**config.mk**
```make
export PLATFORM = sky130hd
export DESIGN_NAME = chained_hash_bucket_store_core
export DESIGN_NICKNAME = d
export VERILOG_FILES = /design/src/hdl/chbs_pkg.sv /design/src/hdl/chained_hash_bucket_store_core.sv /design/src/hdl/chbs_ram.sv /design/src/hdl/chbs_ctrl.sv /design/src/hdl/chbs_dp.sv
export SDC_FILE = /design/constraint.sdc
export NUM_CORES = 2
export LEC_CHECK = 0
export ABC_AREA = 1
export BUFFER_PORTS_ARGS = -buffer_cell sky130_fd_sc_hd__buf_4
export CORE_UTILIZATION = 50
export CTS_CLUSTER_SIZE = 24
export DETAILED_ROUTE_END_ITERATION = 16
export PLACE_DENSITY = 0.68
export SKIP_CTS_REPAIR_TIMING = 1
export SYNTH_ARGS = -nofsm -noshare
export SYNTH_HDL_FRONTEND = slang
export SYNTH_SLANG_ARGS = --single-unit
```
**constraint.sdc**
```tcl
create_clock -name aclk -period 6.7 [get_ports aclk]
set_clock_uncertainty 0.2 [all_clocks]
set_input_delay 0.335 -clock aclk [delete_from_list [all_inputs] [get_ports aclk]]
set_output_delay 0.335 -clock aclk [all_outputs]
set_load 0.1 [all_outputs]
```
**src/hdl/chbs_pkg.sv**
```systemverilog
// Shared types, constants and codes for the chained hash bucket store.
`timescale 1ns / 1ps

package chbs_pkg;

    // Field widths of the stream beats.
    localparam int KEY_W      = 31;
    localparam int CMD_W      = 2;
    localparam int BKT_IN_W   = 6;
    localparam int MOD_W      = 7;
    localparam int STATUS_W   = 2;
    localparam int S_TDATA_W  = 40;
    localparam int M_TDATA_W  = 32;

    // Largest divisor that the modulus register can express.
    localparam int MOD_MAX    = (1 << MOD_W) - 1;

    // Default sizes of the bucket table and of the node pool.
    localparam int BUCKETS_DEF = 64;
    localparam int NODES_DEF   = 64;

    // Modulus after reset.
    localparam logic [MOD_W-1:0] MODULUS_RST = 7'd64;

    // Width of the divider step counter.
    localparam int DIV_CNT_W = $clog2(KEY_W + 1);

    typedef enum logic [CMD_W-1:0] {
        CMD_INSERT = 2'd0,
        CMD_LIST   = 2'd1,
        CMD_CLEAR  = 2'd2
    } cmd_t;

    typedef enum logic [STATUS_W-1:0] {
        STAT_OK    = 2'd0,
        STAT_FULL  = 2'd1,
        STAT_EMPTY = 2'd2,
        STAT_OOB   = 2'd3
    } status_t;

    typedef enum logic [2:0] {
        ST_IDLE,
        ST_DECODE,
        ST_DIV,
        ST_INS_WR,
        ST_LIST_HEAD,
        ST_WALK,
        ST_RESP
    } state_t;

    // Commands from the controller to the datapath.
    typedef struct packed {
        logic    capture;
        logic    clear;
        logic    div_start;
        logic    div_step;
        logic    bkt_rd;
        logic    ins_wr;
        logic    walk_start;
        logic    walk_emit;
        logic    resp_emit;
        status_t resp_status;
    } ctrl_cmd_t;

    // Status from the datapath to the controller.
    typedef struct packed {
        logic [CMD_W-1:0] cmd;
        logic             full;
        logic             bkt_oob;
        logic             bkt_valid;
        logic             div_done;
        logic             out_free;
        logic             walk_last;
    } dp_stat_t;

endpackage

```
**src/hdl/chained_hash_bucket_store_core.sv**
```systemverilog
// Top level of the chained hash bucket store: controller, datapath and checks.
`timescale 1ns / 1ps

// Separate-chaining hash store. Each input beat carries a command in s_tuser: insert
// appends the key to the tail of bucket (key mod modulus), list returns the keys of one
// bucket in insertion order with m_tlast on the final one, clear empties the table and
// the node pool. Every insert, clear and failed list returns one beat; the status in
// m_tuser reports a full pool, an empty bucket or a bucket index not below the modulus.
// Command code 3 is dropped without a result. The modulus register (cfg_wr_en,
// cfg_wr_data) is clamped to 1..min(BUCKETS, 127). The user must write it only while the
// block is idle; the block itself does not enforce this. Keys already stored stay in the
// bucket they were hashed to. One command is processed at a time. An insert's result waits
// on the bit-serial remainder unit, which takes one of the 31 key bits per cycle; a
// pool-full insert, a clear or a failed list skip that unit. A list of N keys delivers
// its keys one per cycle while m_tready stays high, paced by the registered read of the
// node memories.
// The table clears at once on reset, so no clearing pass follows it.

module chained_hash_bucket_store_core import chbs_pkg::*; #(
    parameter int BUCKETS = BUCKETS_DEF,
    parameter int NODES   = NODES_DEF
) (
    input  logic                 aclk,
    input  logic                 aresetn,
    input  logic                 cfg_wr_en,
    input  logic [MOD_W-1:0]     cfg_wr_data,    // modulus
    input  logic                 s_tvalid,
    output logic                 s_tready,
    input  logic [S_TDATA_W-1:0] s_tdata,        // key [30:0], bucket [36:31], zero pad
    input  logic [CMD_W-1:0]     s_tuser,        // cmd [1:0]
    output logic                 m_tvalid,
    input  logic                 m_tready,
    output logic [M_TDATA_W-1:0] m_tdata,        // out_key [30:0], zero pad
    output logic [STATUS_W-1:0]  m_tuser,        // status [1:0]
    output logic                 m_tlast
);

    ctrl_cmd_t ctrl;
    dp_stat_t  stat;

    chbs_ctrl u_ctrl (
        .aclk     (aclk),
        .aresetn  (aresetn),
        .s_tvalid (s_tvalid),
        .s_tready (s_tready),
        .stat     (stat),
        .cmd      (ctrl)
    );

    chbs_dp #(.BUCKETS(BUCKETS), .NODES(NODES)) u_dp (
        .aclk        (aclk),
        .aresetn     (aresetn),
        .cfg_wr_en   (cfg_wr_en),
        .cfg_wr_data (cfg_wr_data),
        .s_tdata     (s_tdata),
        .s_tuser     (s_tuser),
        .ctrl        (ctrl),
        .stat        (stat),
        .m_tvalid    (m_tvalid),
        .m_tready    (m_tready),
        .m_tdata     (m_tdata),
        .m_tuser     (m_tuser),
        .m_tlast     (m_tlast)
    );

    // A new beat is loaded into the output register only when the register is free.
    a_emit_free: assert property (@(posedge aclk) disable iff (!aresetn)
        (ctrl.resp_emit || ctrl.walk_emit) |-> stat.out_free)
        else $error("result loaded over an untaken beat");

    // The single-beat result and the chain walk never load the output together.
    a_emit_excl: assert property (@(posedge aclk) disable iff (!aresetn)
        !(ctrl.resp_emit && ctrl.walk_emit))
        else $error("two result sources in one cycle");

    // Any non-ok status ends its command.
    a_err_last: assert property (@(posedge aclk) disable iff (!aresetn)
        (m_tvalid && (m_tuser != STAT_OK)) |-> m_tlast)
        else $error("error status without last");

    // After a command is accepted, no further beat is taken until it completes.
    a_one_cmd: assert property (@(posedge aclk) disable iff (!aresetn)
        (s_tvalid && s_tready) |=> !s_tready)
        else $error("second command accepted while busy");

endmodule

```
**src/hdl/chbs_ram.sv**
```systemverilog
// Generic single write port, single read port RAM with registered read data.
`timescale 1ns / 1ps

module chbs_ram #(
    parameter int WIDTH = 8,
    parameter int DEPTH = 64
) (
    input  logic                                 aclk,
    input  logic                                 wr_en,
    input  logic [(DEPTH > 1 ? $clog2(DEPTH) : 1)-1:0] wr_addr,
    input  logic [WIDTH-1:0]                     wr_data,
    input  logic                                 rd_en,
    input  logic [(DEPTH > 1 ? $clog2(DEPTH) : 1)-1:0] rd_addr,
    output logic [WIDTH-1:0]                     rd_data
);

    logic [WIDTH-1:0] mem [DEPTH];
    logic [WIDTH-1:0] rd_data_reg;

    always_ff @(posedge aclk) begin
        if (wr_en) begin
            mem[wr_addr] <= wr_data;
        end
        if (rd_en) begin
            rd_data_reg <= mem[rd_addr];
        end
    end

    assign rd_data = rd_data_reg;

endmodule

```
**src/hdl/chbs_ctrl.sv**
```systemverilog
// Controller state machine that sequences insert, list and clear commands.
`timescale 1ns / 1ps

module chbs_ctrl import chbs_pkg::*; (
    input  logic      aclk,
    input  logic      aresetn,
    input  logic      s_tvalid,
    output logic      s_tready,
    input  dp_stat_t  stat,
    output ctrl_cmd_t cmd
);

    state_t  state_reg, state_next;
    status_t resp_code_reg, resp_code_next;

    always_ff @(posedge aclk) begin
        if (!aresetn) begin
            state_reg     <= ST_IDLE;
            resp_code_reg <= STAT_OK;
        end else begin
            state_reg     <= state_next;
            resp_code_reg <= resp_code_next;
        end
    end

    always_comb begin
        state_next     = state_reg;
        resp_code_next = resp_code_reg;
        case (state_reg)
            ST_IDLE: begin
                if (s_tvalid) begin
                    state_next = ST_DECODE;
                end
            end
            ST_DECODE: begin
                case (stat.cmd)
                    CMD_INSERT: begin
                        if (stat.full) begin
                            resp_code_next = STAT_FULL;
                            state_next     = ST_RESP;
                        end else begin
                            state_next = ST_DIV;
                        end
                    end
                    CMD_LIST: begin
                        if (stat.bkt_oob) begin
                            resp_code_next = STAT_OOB;
                            state_next     = ST_RESP;
                        end else if (!stat.bkt_valid) begin
                            resp_code_next = STAT_EMPTY;
                            state_next     = ST_RESP;
                        end else begin
                            state_next = ST_LIST_HEAD;
                        end
                    end
                    CMD_CLEAR: begin
                        resp_code_next = STAT_OK;
                        state_next     = ST_RESP;
                    end
                    default: begin
                        state_next = ST_IDLE;
                    end
                endcase
            end
            ST_DIV: begin
                if (stat.div_done) begin
                    state_next = ST_INS_WR;
                end
            end
            ST_INS_WR: begin
                resp_code_next = STAT_OK;
                state_next     = ST_RESP;
            end
            ST_LIST_HEAD: begin
                state_next = ST_WALK;
            end
            ST_WALK: begin
                if (stat.out_free && stat.walk_last) begin
                    state_next = ST_IDLE;
                end
            end
            ST_RESP: begin
                if (stat.out_free) begin
                    state_next = ST_IDLE;
                end
            end
            default: begin
                state_next = ST_IDLE;
            end
        endcase
    end

    always_comb begin
        cmd             = '0;
        cmd.resp_status = resp_code_reg;
        s_tready        = 1'b0;
        case (state_reg)
            ST_IDLE: begin
                s_tready    = 1'b1;
                cmd.capture = s_tvalid;
            end
            ST_DECODE: begin
                cmd.div_start = (stat.cmd == CMD_INSERT) && !stat.full;
                cmd.bkt_rd    = (stat.cmd == CMD_LIST) && !stat.bkt_oob && stat.bkt_valid;
                cmd.clear     = (stat.cmd == CMD_CLEAR);
            end
            ST_DIV: begin
                cmd.div_step = !stat.div_done;
                cmd.bkt_rd   = stat.div_done;
            end
            ST_INS_WR: begin
                cmd.ins_wr = 1'b1;
            end
            ST_LIST_HEAD: begin
                cmd.walk_start = 1'b1;
            end
            ST_WALK: begin
                cmd.walk_emit = stat.out_free;
            end
            ST_RESP: begin
                cmd.resp_emit = stat.out_free;
            end
            default: begin
                cmd = '0;
            end
        endcase
    end

endmodule

```
**src/hdl/chbs_dp.sv**
```systemverilog
// Datapath: command latch, serial modulo unit, bucket and node memories, output register.
`timescale 1ns / 1ps

module chbs_dp import chbs_pkg::*; #(
    parameter int BUCKETS = BUCKETS_DEF,
    parameter int NODES   = NODES_DEF
) (
    input  logic                  aclk,
    input  logic                  aresetn,
    input  logic                  cfg_wr_en,
    input  logic [MOD_W-1:0]      cfg_wr_data,
    input  logic [S_TDATA_W-1:0]  s_tdata,
    input  logic [CMD_W-1:0]      s_tuser,
    input  ctrl_cmd_t             ctrl,
    output dp_stat_t              stat,
    output logic                  m_tvalid,
    input  logic                  m_tready,
    output logic [M_TDATA_W-1:0]  m_tdata,
    output logic [STATUS_W-1:0]   m_tuser,
    output logic                  m_tlast
);

    // Only buckets below the largest reachable divisor are ever addressed.
    localparam int M_MAX = (BUCKETS > MOD_MAX) ? MOD_MAX : BUCKETS;
    localparam int BI_W  = (M_MAX > 1) ? $clog2(M_MAX) : 1;
    localparam int NW    = (NODES > 1) ? $clog2(NODES) : 1;
    localparam int NU_W  = NW + 1;
    localparam logic [MOD_W-1:0] M_MAX_V = MOD_W'(M_MAX);
    localparam logic [NU_W-1:0]  NODES_V = NU_W'(NODES);

    logic [MOD_W-1:0]     modulus_reg;
    logic [MOD_W-1:0]     m_eff;
    logic [CMD_W-1:0]     cmd_reg;
    logic [KEY_W-1:0]     key_reg;
    logic [BKT_IN_W-1:0]  bucket_reg;
    logic [KEY_W-1:0]     div_q_reg;
    logic [MOD_W-1:0]     rem_reg;
    logic [MOD_W-1:0]     rem_next;
    logic [DIV_CNT_W-1:0] div_cnt_reg;
    logic [MOD_W:0]       trial;
    logic [M_MAX-1:0]     head_valid_reg;
    logic [NU_W-1:0]      nodes_used_reg;
    logic [NW-1:0]        new_n;
    logic [NW-1:0]        ptr_reg;
    logic [NW-1:0]        tail_reg;
    logic [BI_W-1:0]      list_idx;
    logic [BI_W-1:0]      hash_idx;
    logic [BI_W-1:0]      bkt_idx;
    logic                 hash_valid;
    logic [2*NW-1:0]      bkt_wr_data;
    logic [2*NW-1:0]      bkt_rd_data;
    logic [NW-1:0]        bkt_head_rd;
    logic [NW-1:0]        bkt_tail_rd;
    logic [KEY_W-1:0]     key_rd;
    logic [NW-1:0]        next_rd;
    logic [NW-1:0]        node_rd_addr;
    logic                 node_rd_en;
    logic                 walk_last;
    logic                 out_free;
    logic                 m_tvalid_reg;
    logic [KEY_W-1:0]     out_key_reg;
    logic [STATUS_W-1:0]  out_status_reg;
    logic                 out_last_reg;

    // Divisor clamped to 1..M_MAX.
    always_comb begin
        if (modulus_reg == '0) begin
            m_eff = MOD_W'(1);
        end else if (modulus_reg > M_MAX_V) begin
            m_eff = M_MAX_V;
        end else begin
            m_eff = modulus_reg;
        end
    end

    assign list_idx    = BI_W'(bucket_reg);
    assign hash_idx    = BI_W'(rem_reg);
    assign bkt_idx     = (cmd_reg == CMD_LIST) ? list_idx : hash_idx;
    assign hash_valid  = head_valid_reg[hash_idx];
    assign new_n       = nodes_used_reg[NW-1:0];
    assign bkt_head_rd = bkt_rd_data[2*NW-1:NW];
    assign bkt_tail_rd = bkt_rd_data[NW-1:0];
    assign walk_last   = (ptr_reg == tail_reg);
    assign out_free    = !m_tvalid_reg || m_tready;

    // One restoring step of the remainder per cycle, most significant key bit first.
    assign trial    = {rem_reg, div_q_reg[KEY_W-1]};
    assign rem_next = (trial >= {1'b0, m_eff}) ? MOD_W'(trial - {1'b0, m_eff})
                                               : trial[MOD_W-1:0];

    always_ff @(posedge aclk) begin
        if (!aresetn) begin
            modulus_reg    <= MODULUS_RST;
            head_valid_reg <= '0;
            nodes_used_reg <= '0;
            div_cnt_reg    <= '0;
            m_tvalid_reg   <= 1'b0;
        end else begin
            if (cfg_wr_en) begin
                modulus_reg <= cfg_wr_data;
            end
            if (ctrl.clear) begin
                head_valid_reg <= '0;
                nodes_used_reg <= '0;
            end else if (ctrl.ins_wr) begin
                head_valid_reg[hash_idx] <= 1'b1;
                nodes_used_reg           <= nodes_used_reg + NU_W'(1);
            end
            if (ctrl.div_start) begin
                div_cnt_reg <= '0;
            end else if (ctrl.div_step) begin
                div_cnt_reg <= div_cnt_reg + DIV_CNT_W'(1);
            end
            if (ctrl.resp_emit || ctrl.walk_emit) begin
                m_tvalid_reg <= 1'b1;
            end else if (m_tready) begin
                m_tvalid_reg <= 1'b0;
            end
        end
    end

    always_ff @(posedge aclk) begin
        if (ctrl.capture) begin
            cmd_reg    <= s_tuser;
            key_reg    <= s_tdata[KEY_W-1:0];
            bucket_reg <= s_tdata[KEY_W +: BKT_IN_W];
        end
        if (ctrl.div_start) begin
            div_q_reg <= key_reg;
            rem_reg   <= '0;
        end else if (ctrl.div_step) begin
            div_q_reg <= {div_q_reg[KEY_W-2:0], 1'b0};
            rem_reg   <= rem_next;
        end
        if (ctrl.walk_start) begin
            ptr_reg  <= bkt_head_rd;
            tail_reg <= bkt_tail_rd;
        end else if (ctrl.walk_emit && !walk_last) begin
            ptr_reg <= next_rd;
        end
        if (ctrl.resp_emit) begin
            out_key_reg    <= '0;
            out_status_reg <= ctrl.resp_status;
            out_last_reg   <= 1'b1;
        end else if (ctrl.walk_emit) begin
            out_key_reg    <= key_rd;
            out_status_reg <= STAT_OK;
            out_last_reg   <= walk_last;
        end
    end

    // Appending keeps the head of a live chain and moves its tail to the new node.
    assign bkt_wr_data = hash_valid ? {bkt_head_rd, new_n} : {new_n, new_n};

    chbs_ram #(.WIDTH(2 * NW), .DEPTH(M_MAX)) u_bkt_ram (
        .aclk    (aclk),
        .wr_en   (ctrl.ins_wr),
        .wr_addr (hash_idx),
        .wr_data (bkt_wr_data),
        .rd_en   (ctrl.bkt_rd),
        .rd_addr (bkt_idx),
        .rd_data (bkt_rd_data)
    );

    assign node_rd_en   = ctrl.walk_start || (ctrl.walk_emit && !walk_last);
    assign node_rd_addr = ctrl.walk_start ? bkt_head_rd : next_rd;

    chbs_ram #(.WIDTH(KEY_W), .DEPTH(NODES)) u_key_ram (
        .aclk    (aclk),
        .wr_en   (ctrl.ins_wr),
        .wr_addr (new_n),
        .wr_data (key_reg),
        .rd_en   (node_rd_en),
        .rd_addr (node_rd_addr),
        .rd_data (key_rd)
    );

    // The link of the new tail is never followed, so only the old tail is written.
    chbs_ram #(.WIDTH(NW), .DEPTH(NODES)) u_next_ram (
        .aclk    (aclk),
        .wr_en   (ctrl.ins_wr && hash_valid),
        .wr_addr (bkt_tail_rd),
        .wr_data (new_n),
        .rd_en   (node_rd_en),
        .rd_addr (node_rd_addr),
        .rd_data (next_rd)
    );

    always_comb begin
        stat.cmd       = cmd_reg;
        stat.full      = (nodes_used_reg >= NODES_V);
        stat.bkt_oob   = (MOD_W'(bucket_reg) >= m_eff);
        stat.bkt_valid = head_valid_reg[list_idx];
        stat.div_done  = (div_cnt_reg == DIV_CNT_W'(KEY_W));
        stat.out_free  = out_free;
        stat.walk_last = walk_last;
    end

    assign m_tvalid = m_tvalid_reg;
    assign m_tdata  = {{(M_TDATA_W - KEY_W){1'b0}}, out_key_reg};
    assign m_tuser  = out_status_reg;
    assign m_tlast  = out_last_reg;

endmodule
```
* Word level (Yosys, flattened, before mapping) *
Memories as Yosys holds them, arrays and structs flattened. A register that Yosys moved wholly into a read port is not among the register bits.
Index checks and enable logic that the tools add are counted.

cells by class
  reductions and logical operators = 28
  div/mod/pow operators = 0
  shift-type cells = 0
  muxes and demuxes = 48
  $lt $le $gt $ge = 7
  bitwise logic cells = 2
  $mul = 0
  equality and inequality tests = 17
  $add $sub $neg = 3

operators with widths
  cell                   count
  $or A64 B64 Y64        1
  $mux W31               2
  $mux W6                4
  $mux W7                3
  $pmux W3 S7            1
  $mux W3                6
  $mux W1                16
  $mux W2                8
  $lt A6 B7 Y1 const B   2
  $bmux W1 S6            2
  $mux W12               1
  $reduce_bool A2 Y1     5
  $eq A3 B3 Y1 const B   3
  $pmux W3 S3            1
  $ge A8 B7 Y1           1
  $reduce_and A4 Y1      2
  $add A7 B1 Y7 const B  1
  $ge A6 B7 Y1           1
  $ge A7 B7 Y1 const B   1
  $gt A7 B7 Y1 const B   1
  $logic_and A1 B1 Y1    7
  $logic_not A7 Y1       1
  $reduce_or A7 Y1       1
  $sub A7 B7 Y7          1
  other kinds (23)       33

storage, ports and cells
  latch bits = 0
  input bits = 54
  output and inout bits = 37
  ROM bits = 0
  bits in registers = 212
  bits in writable memories = 3,136
  memories = 3

memory list
  name                 depth  bits a word  rd ports  clocked after Yosys merged registers in  write ports  RTL line        RTL
  u_dp.u_key_ram.mem   64     31           1         1                                        1            chbs_ram.sv:17  logic [WIDTH-1:0] mem [DEPTH];
  u_dp.u_bkt_ram.mem   64     12           1         1                                        1            chbs_ram.sv:17
  u_dp.u_next_ram.mem  64     6            1         1                                        1            chbs_ram.sv:17

* Depth between registers and ports, before layout *
  word-level depth = 8
  depth in mapped cells = 17
  depth with buffers taken out = 17

* By module *
Synthesis repeated with hierarchy kept, for this count alone.

second synthesis, totals
  cells, all modules = 12,035
  area, all modules = 138,547.9 µm²

by module, submodules not included
  module                       area each (µm²)  seq. area each (µm²)  instances  cells an instance
  chbs_ram at u_dp.u_key_ram   80,772.5         60,508.0              1          6,726
  chbs_ram at u_dp.u_bkt_ram   31,795.5         23,422.5              1          2,661
  chbs_ram at u_dp.u_next_ram  15,990.3         11,711.2              1          1,376
  chbs_dp                      9,469.1          4,984.8               1          1,178
  chbs_ctrl                    520.5            100.1                 1          94

* Worst setup path before layout *
OpenSTA, ideal clock, no wires.

  path type = register to register
  start = reg u_dp.nodes_used_reg[3]
  end = mem u_dp.u_bkt_ram.mem[0][9] (netlist name) (data pin)
  clock period less this slack = 5,892 ps
  data required time = 5,798 ps
  data arrival time = 4,991 ps
  stages on the path, launching flop included = 3
  path buffers = 0
  slack = 808 ps
  cell sequence = dfxtp_1 inv_1 o21ai_0

between the ends
  word-level cells in the longest chain between the ends = 1

ends and longest elaborated chain
  what                           RTL line        RTL
  start: declaration             chbs_dp.sv:42   logic [NU_W-1:0] nodes_used_reg;
  start signal: assignment       chbs_dp.sv:107  nodes_used_reg <= nodes_used_reg + NU_W'(1);
  $mux W12                       chbs_dp.sv:153  assign bkt_wr_data = hash_valid ? {bkt_head_rd, new_n} : {new_n, new_n};
  named net u_dp.bkt_wr_data[9]  chbs_dp.sv:50   logic [2*NW-1:0] bkt_wr_data;
  end: declaration               chbs_ram.sv:17

The timed path passes the listed nets, and every way through them passes these cells.

* Worst setup path in the final report *
  start = reg u_dp.rem_reg[0]
  end = mem u_dp.u_next_ram.mem[27][1] (netlist name) (enable)

between the ends
  word-level cells in the longest chain between the ends = 5

ends and longest elaborated chain
  what                           RTL line        RTL
  start: declaration             chbs_dp.sv:37   logic [MOD_W-1:0] rem_reg;
  start signal: assignment       chbs_dp.sv:133  rem_reg <= rem_next;
  $bmux W1 S6                    chbs_dp.sv:79   assign hash_valid = head_valid_reg[hash_idx];
  $mux W1 (not written as such)  chbs_dp.sv:79
  $logic_and A1 B1 Y1            chbs_dp.sv:181  .wr_en (ctrl.ins_wr && hash_valid),
  $mux W1                        chbs_ram.sv:21  if (wr_en) begin
  $mux W1 (not written as such)  chbs_ram.sv:22  mem[wr_addr] <= wr_data;
  end: declaration               chbs_ram.sv:17

Every way passes these cells. The select of a mux whose other input is x is not followed.

==> summary.md <==
| Metric | Value |
|---|---|
| CTS Root Cell | clkbuf_16 |
| Post-DR vias/cell | 6.04 |
| Setup TNS | 0 ps |
| RSZ-0062 raised after global routing | no |
| CP peak stage delay | 810 ps |
| Grt met3 use | 0.0485 |
| Max Cap Viol | 0 |
| Residual DRC | 0 |
| Max reg flops | 1984 |
| Synthesized Nets | 11300 |
| Met1 Use GR | 0.370 |
| First-pass GRT wire length | 553000 um |
| DR vias | 91100 |
| Initial Util | 0.504 |
| Pin count of the biggest net entering global routing | 225 |
| Post-synthesis sequential area ratio | 0.737 |
| Core area | 271000 um^2 |
| Number of synthesized flops with an enable pin | 3269 |
| All-Layer GR Usage | 0.267 |
| Chip Height | 525 um |
| Post-Layout Inst Area | 153000 um^2 |
| Critical Path Most Common Cell | nand2_1 |
| Tmin final | 4830 ps |
| Period utilization | 0.720 |
| DRT antenna net count | 0 |
| Crit. Startpoint | u_dp.rem_reg[0] |
| Post-Syn Area per Cell | 12.2 um^2 |
| CP arrival | 5130 ps |
| I/O pin total | 91 |
| Site row count | 191 |
| FF+latch count, synth | 3397 |
| Final WL | 380000 um |
| Total power divided by cell area | 403 nW/um^2 |
| H-tree depth | 5 |
| Biggest regs | u_dp.u_key_ram.mem (1984), u_dp.u_bkt_ram.mem (768), u_dp.u_next_ram.mem (384) |
| CP max FO | 16 |
| IO Port Bufs | 86 |
| Slew Viols, Final | 0 |
| Tightest Pin Transition | 1330 ps |
| Busiest layer in global routing | met2 |
| Final net count | 11300 |
| Worst slew margin | 0.107 |
| Endpoints failing setup | 0 |
| HPWL after DPL | 204000 um |
| Overflow after GRT | 0 |
| Critical path launch point type | flop |
| Final-report hold violation count | 0 |
| Commonest non-fill, non-tap cells in the layout | 3269 x edfxtp_1, 2268 x nand2_1, 1667 x nand3_1, 1016 x o21ai_0, 776 x nor2_1 |
| Synth Flop Type | edfxtp_1 |
| M2 GR Usage | 0.419 |
| Area grow syn2layout | 12.1% |
| Drt wl/cell | 25.2 um |
| Cells along the critical path | inv_1, nand3_1, inv_1, nand2_1, nand2_1, a21oi_1, nand3_1, nand2_1, nand2_1, nor2_1, nand2_1, nand4_2, nor2_1 |
| Fill count | 21100 |
| FFs w/ async S/R, synth | 0 |
| RePlAce Congestion | 0.881 |
| Synthesized instance count | 11200 |
| Launching point of the worst reg2reg path | u_dp.rem_reg[0] |
| Commonest non-fill, non-tap cell in the layout | edfxtp_1 |
| Antenna violations before repair | 13 |
| Critical path type | reg2reg |
| Top reg by flops | u_dp.u_key_ram.mem |
| CP max-delay cell | nand4_2 |
| Die X | 525 um |
| Cts bufs inserted | 346 |
| Clock slew at reported path FFs | 60 ps |
| DR iter-0 viols | 12700 |
| Vias in the first global route | 86600 |
| Highest Clock Rate | 207 MHz |
| Post-Syn Area | 137000 um^2 |
| Share of cells above drive strength 1 | 0.0826 |
| Worst hold start | s_tdata[32] |
| Max IR drop VDD | 0.000522 V |
| Worst Hold Class | in2reg |
| Clk sink count | 3397 |
| Static Leak | 0.0528 uW |
| First-pass DRT Iterations | 7 |
| WP data required | 7000 ps |
| Placed inst area | 141000 um^2 |
| CTS Buffer Depth | 4 |
| Clk_lat worst skew | 890 ps |
| CTS tree | done |
| Yosys cell types | 48 |
| Crit. End Element | flop |
| Synth warn | 0 |
| Die area | 275000 um^2 |
| Outcome | completed |
==> cell type report <==
class,instances,area (um^2),share of cell area
multi-input cells,6611,31500,0.206
flip-flops and latches,3397,101000,0.658
clock inverters,185,1730,0.0113
diodes,3,7.51,0.0000490
well taps,3570,4470,0.0292
inverters,448,1730,0.0113
clock buffers,438,9200,0.0600
repair buffers,425,3800,0.0248
==> worst max-delay path, delay by kind of cell, from the launching register on <==
| kind | cells | cell delay [ps] |
|---|---|---|
| AND/OR/NAND/NOR | 10 | 2900 |
| buffers and inverters | 2 | 780 |
| flip-flops | 1 | 520 |
| AO/OA/AOI/OAI | 1 | 40 |
==> cell families (layout without fill, tap and decap cells) <==
logic type | count (synthesis) | count (layout) | synth area share
AOI/OAI and AO/OA | 1732 | 1732 | 0.0731
buffers and inverters | 1171 | 1496 | 0.0375
xor gates and xnor gates | 10 | 10 | 0.000641
other | 1 | 4 | 0.0000274
DFF | 3397 | 3397 | 0.737
and+or+nand+nor | 4845 | 4845 | 0.150
adders and majority gates | 23 | 23 | 0.00216
==> worst paths after layout <==
kind | depth (start not counted) | end | slack, ps
min reg2reg | 2 | u_dp.out_key_reg[19] | 260
min | 2 | u_dp.bucket_reg[1] | 20
max | 13 | u_dp.u_next_ram.mem[27][1] | 1870
max reg2reg | 13 | u_dp.u_next_ram.mem[27][1] | 1870
==> synthesized netlist by cell type, types with 4 or more instances <==
cell type,number,share of area
a21oi_1,66,0.0024
o221ai_1,94,0.0060
nand2_1,2269,0.062
o21ai_0,1024,0.037
nand4_1,15,0.00069
clkbuf_1,271,0.0074
buf_1,29,0.00080
o21ai_1,114,0.0042
o21bai_1,47,0.0026
o211ai_1,258,0.014
buf_6,7,0.00058
a21o_1,5,0.00027
inv_2,7,0.00019
o22ai_1,98,0.0045
nor3_1,20,0.00073
buf_2,342,0.013
a22oi_1,5,0.00027
inv_1,437,0.012
nand3_1,1667,0.061
nor2_1,851,0.023
ha_1,22,0.0020
buf_4,60,0.0033
or2_2,4,0.00018
nand4_2,4,0.00037
xor2_1,7,0.00045
clkbuf_2,14,0.00051
dfxtp_1,128,0.019
o21a_1,12,0.00066
nand3_2,4,0.00029
edfxtp_1,3269,0.72
==> per-layer routing <==
metal,vias to the layer above,share of wire
met1,44800,0.39
met4,4,0.041
met2,5165,0.46
li1,40300,-
met3,776,0.11
met5,-,0.000055
==> power breakdown <==
group / leakage (uW) / switching [uW] / internal, uW
logic: 0.0171 / 14100 / 4460
clock network: 0.00536 / 8000 / 10800
registers: 0.0303 / 259 / 24300
total: 0.0528 / 22300 / 39500
==> through the flow <==
stage | hold slack [ps] | setup slack (ps) | util | cells | power [uW]
CTS | -623 | 1930 | 0.562 | 15000 | 61500
global route | -5.10 | 1660 | 0.565 | 15100 | 64000
global placement | 251 | 1990 | 0.521 | 14400 | 42600
floorplan | 234 | 808 | - | 11200 | 36700
detailed placement | 259 | 1940 | 0.521 | 14400 | 43000
finish | 21.0 | 1870 | 0.565 | 15100 | 61800
Note: power is estimated with default switching activity, not from simulation.
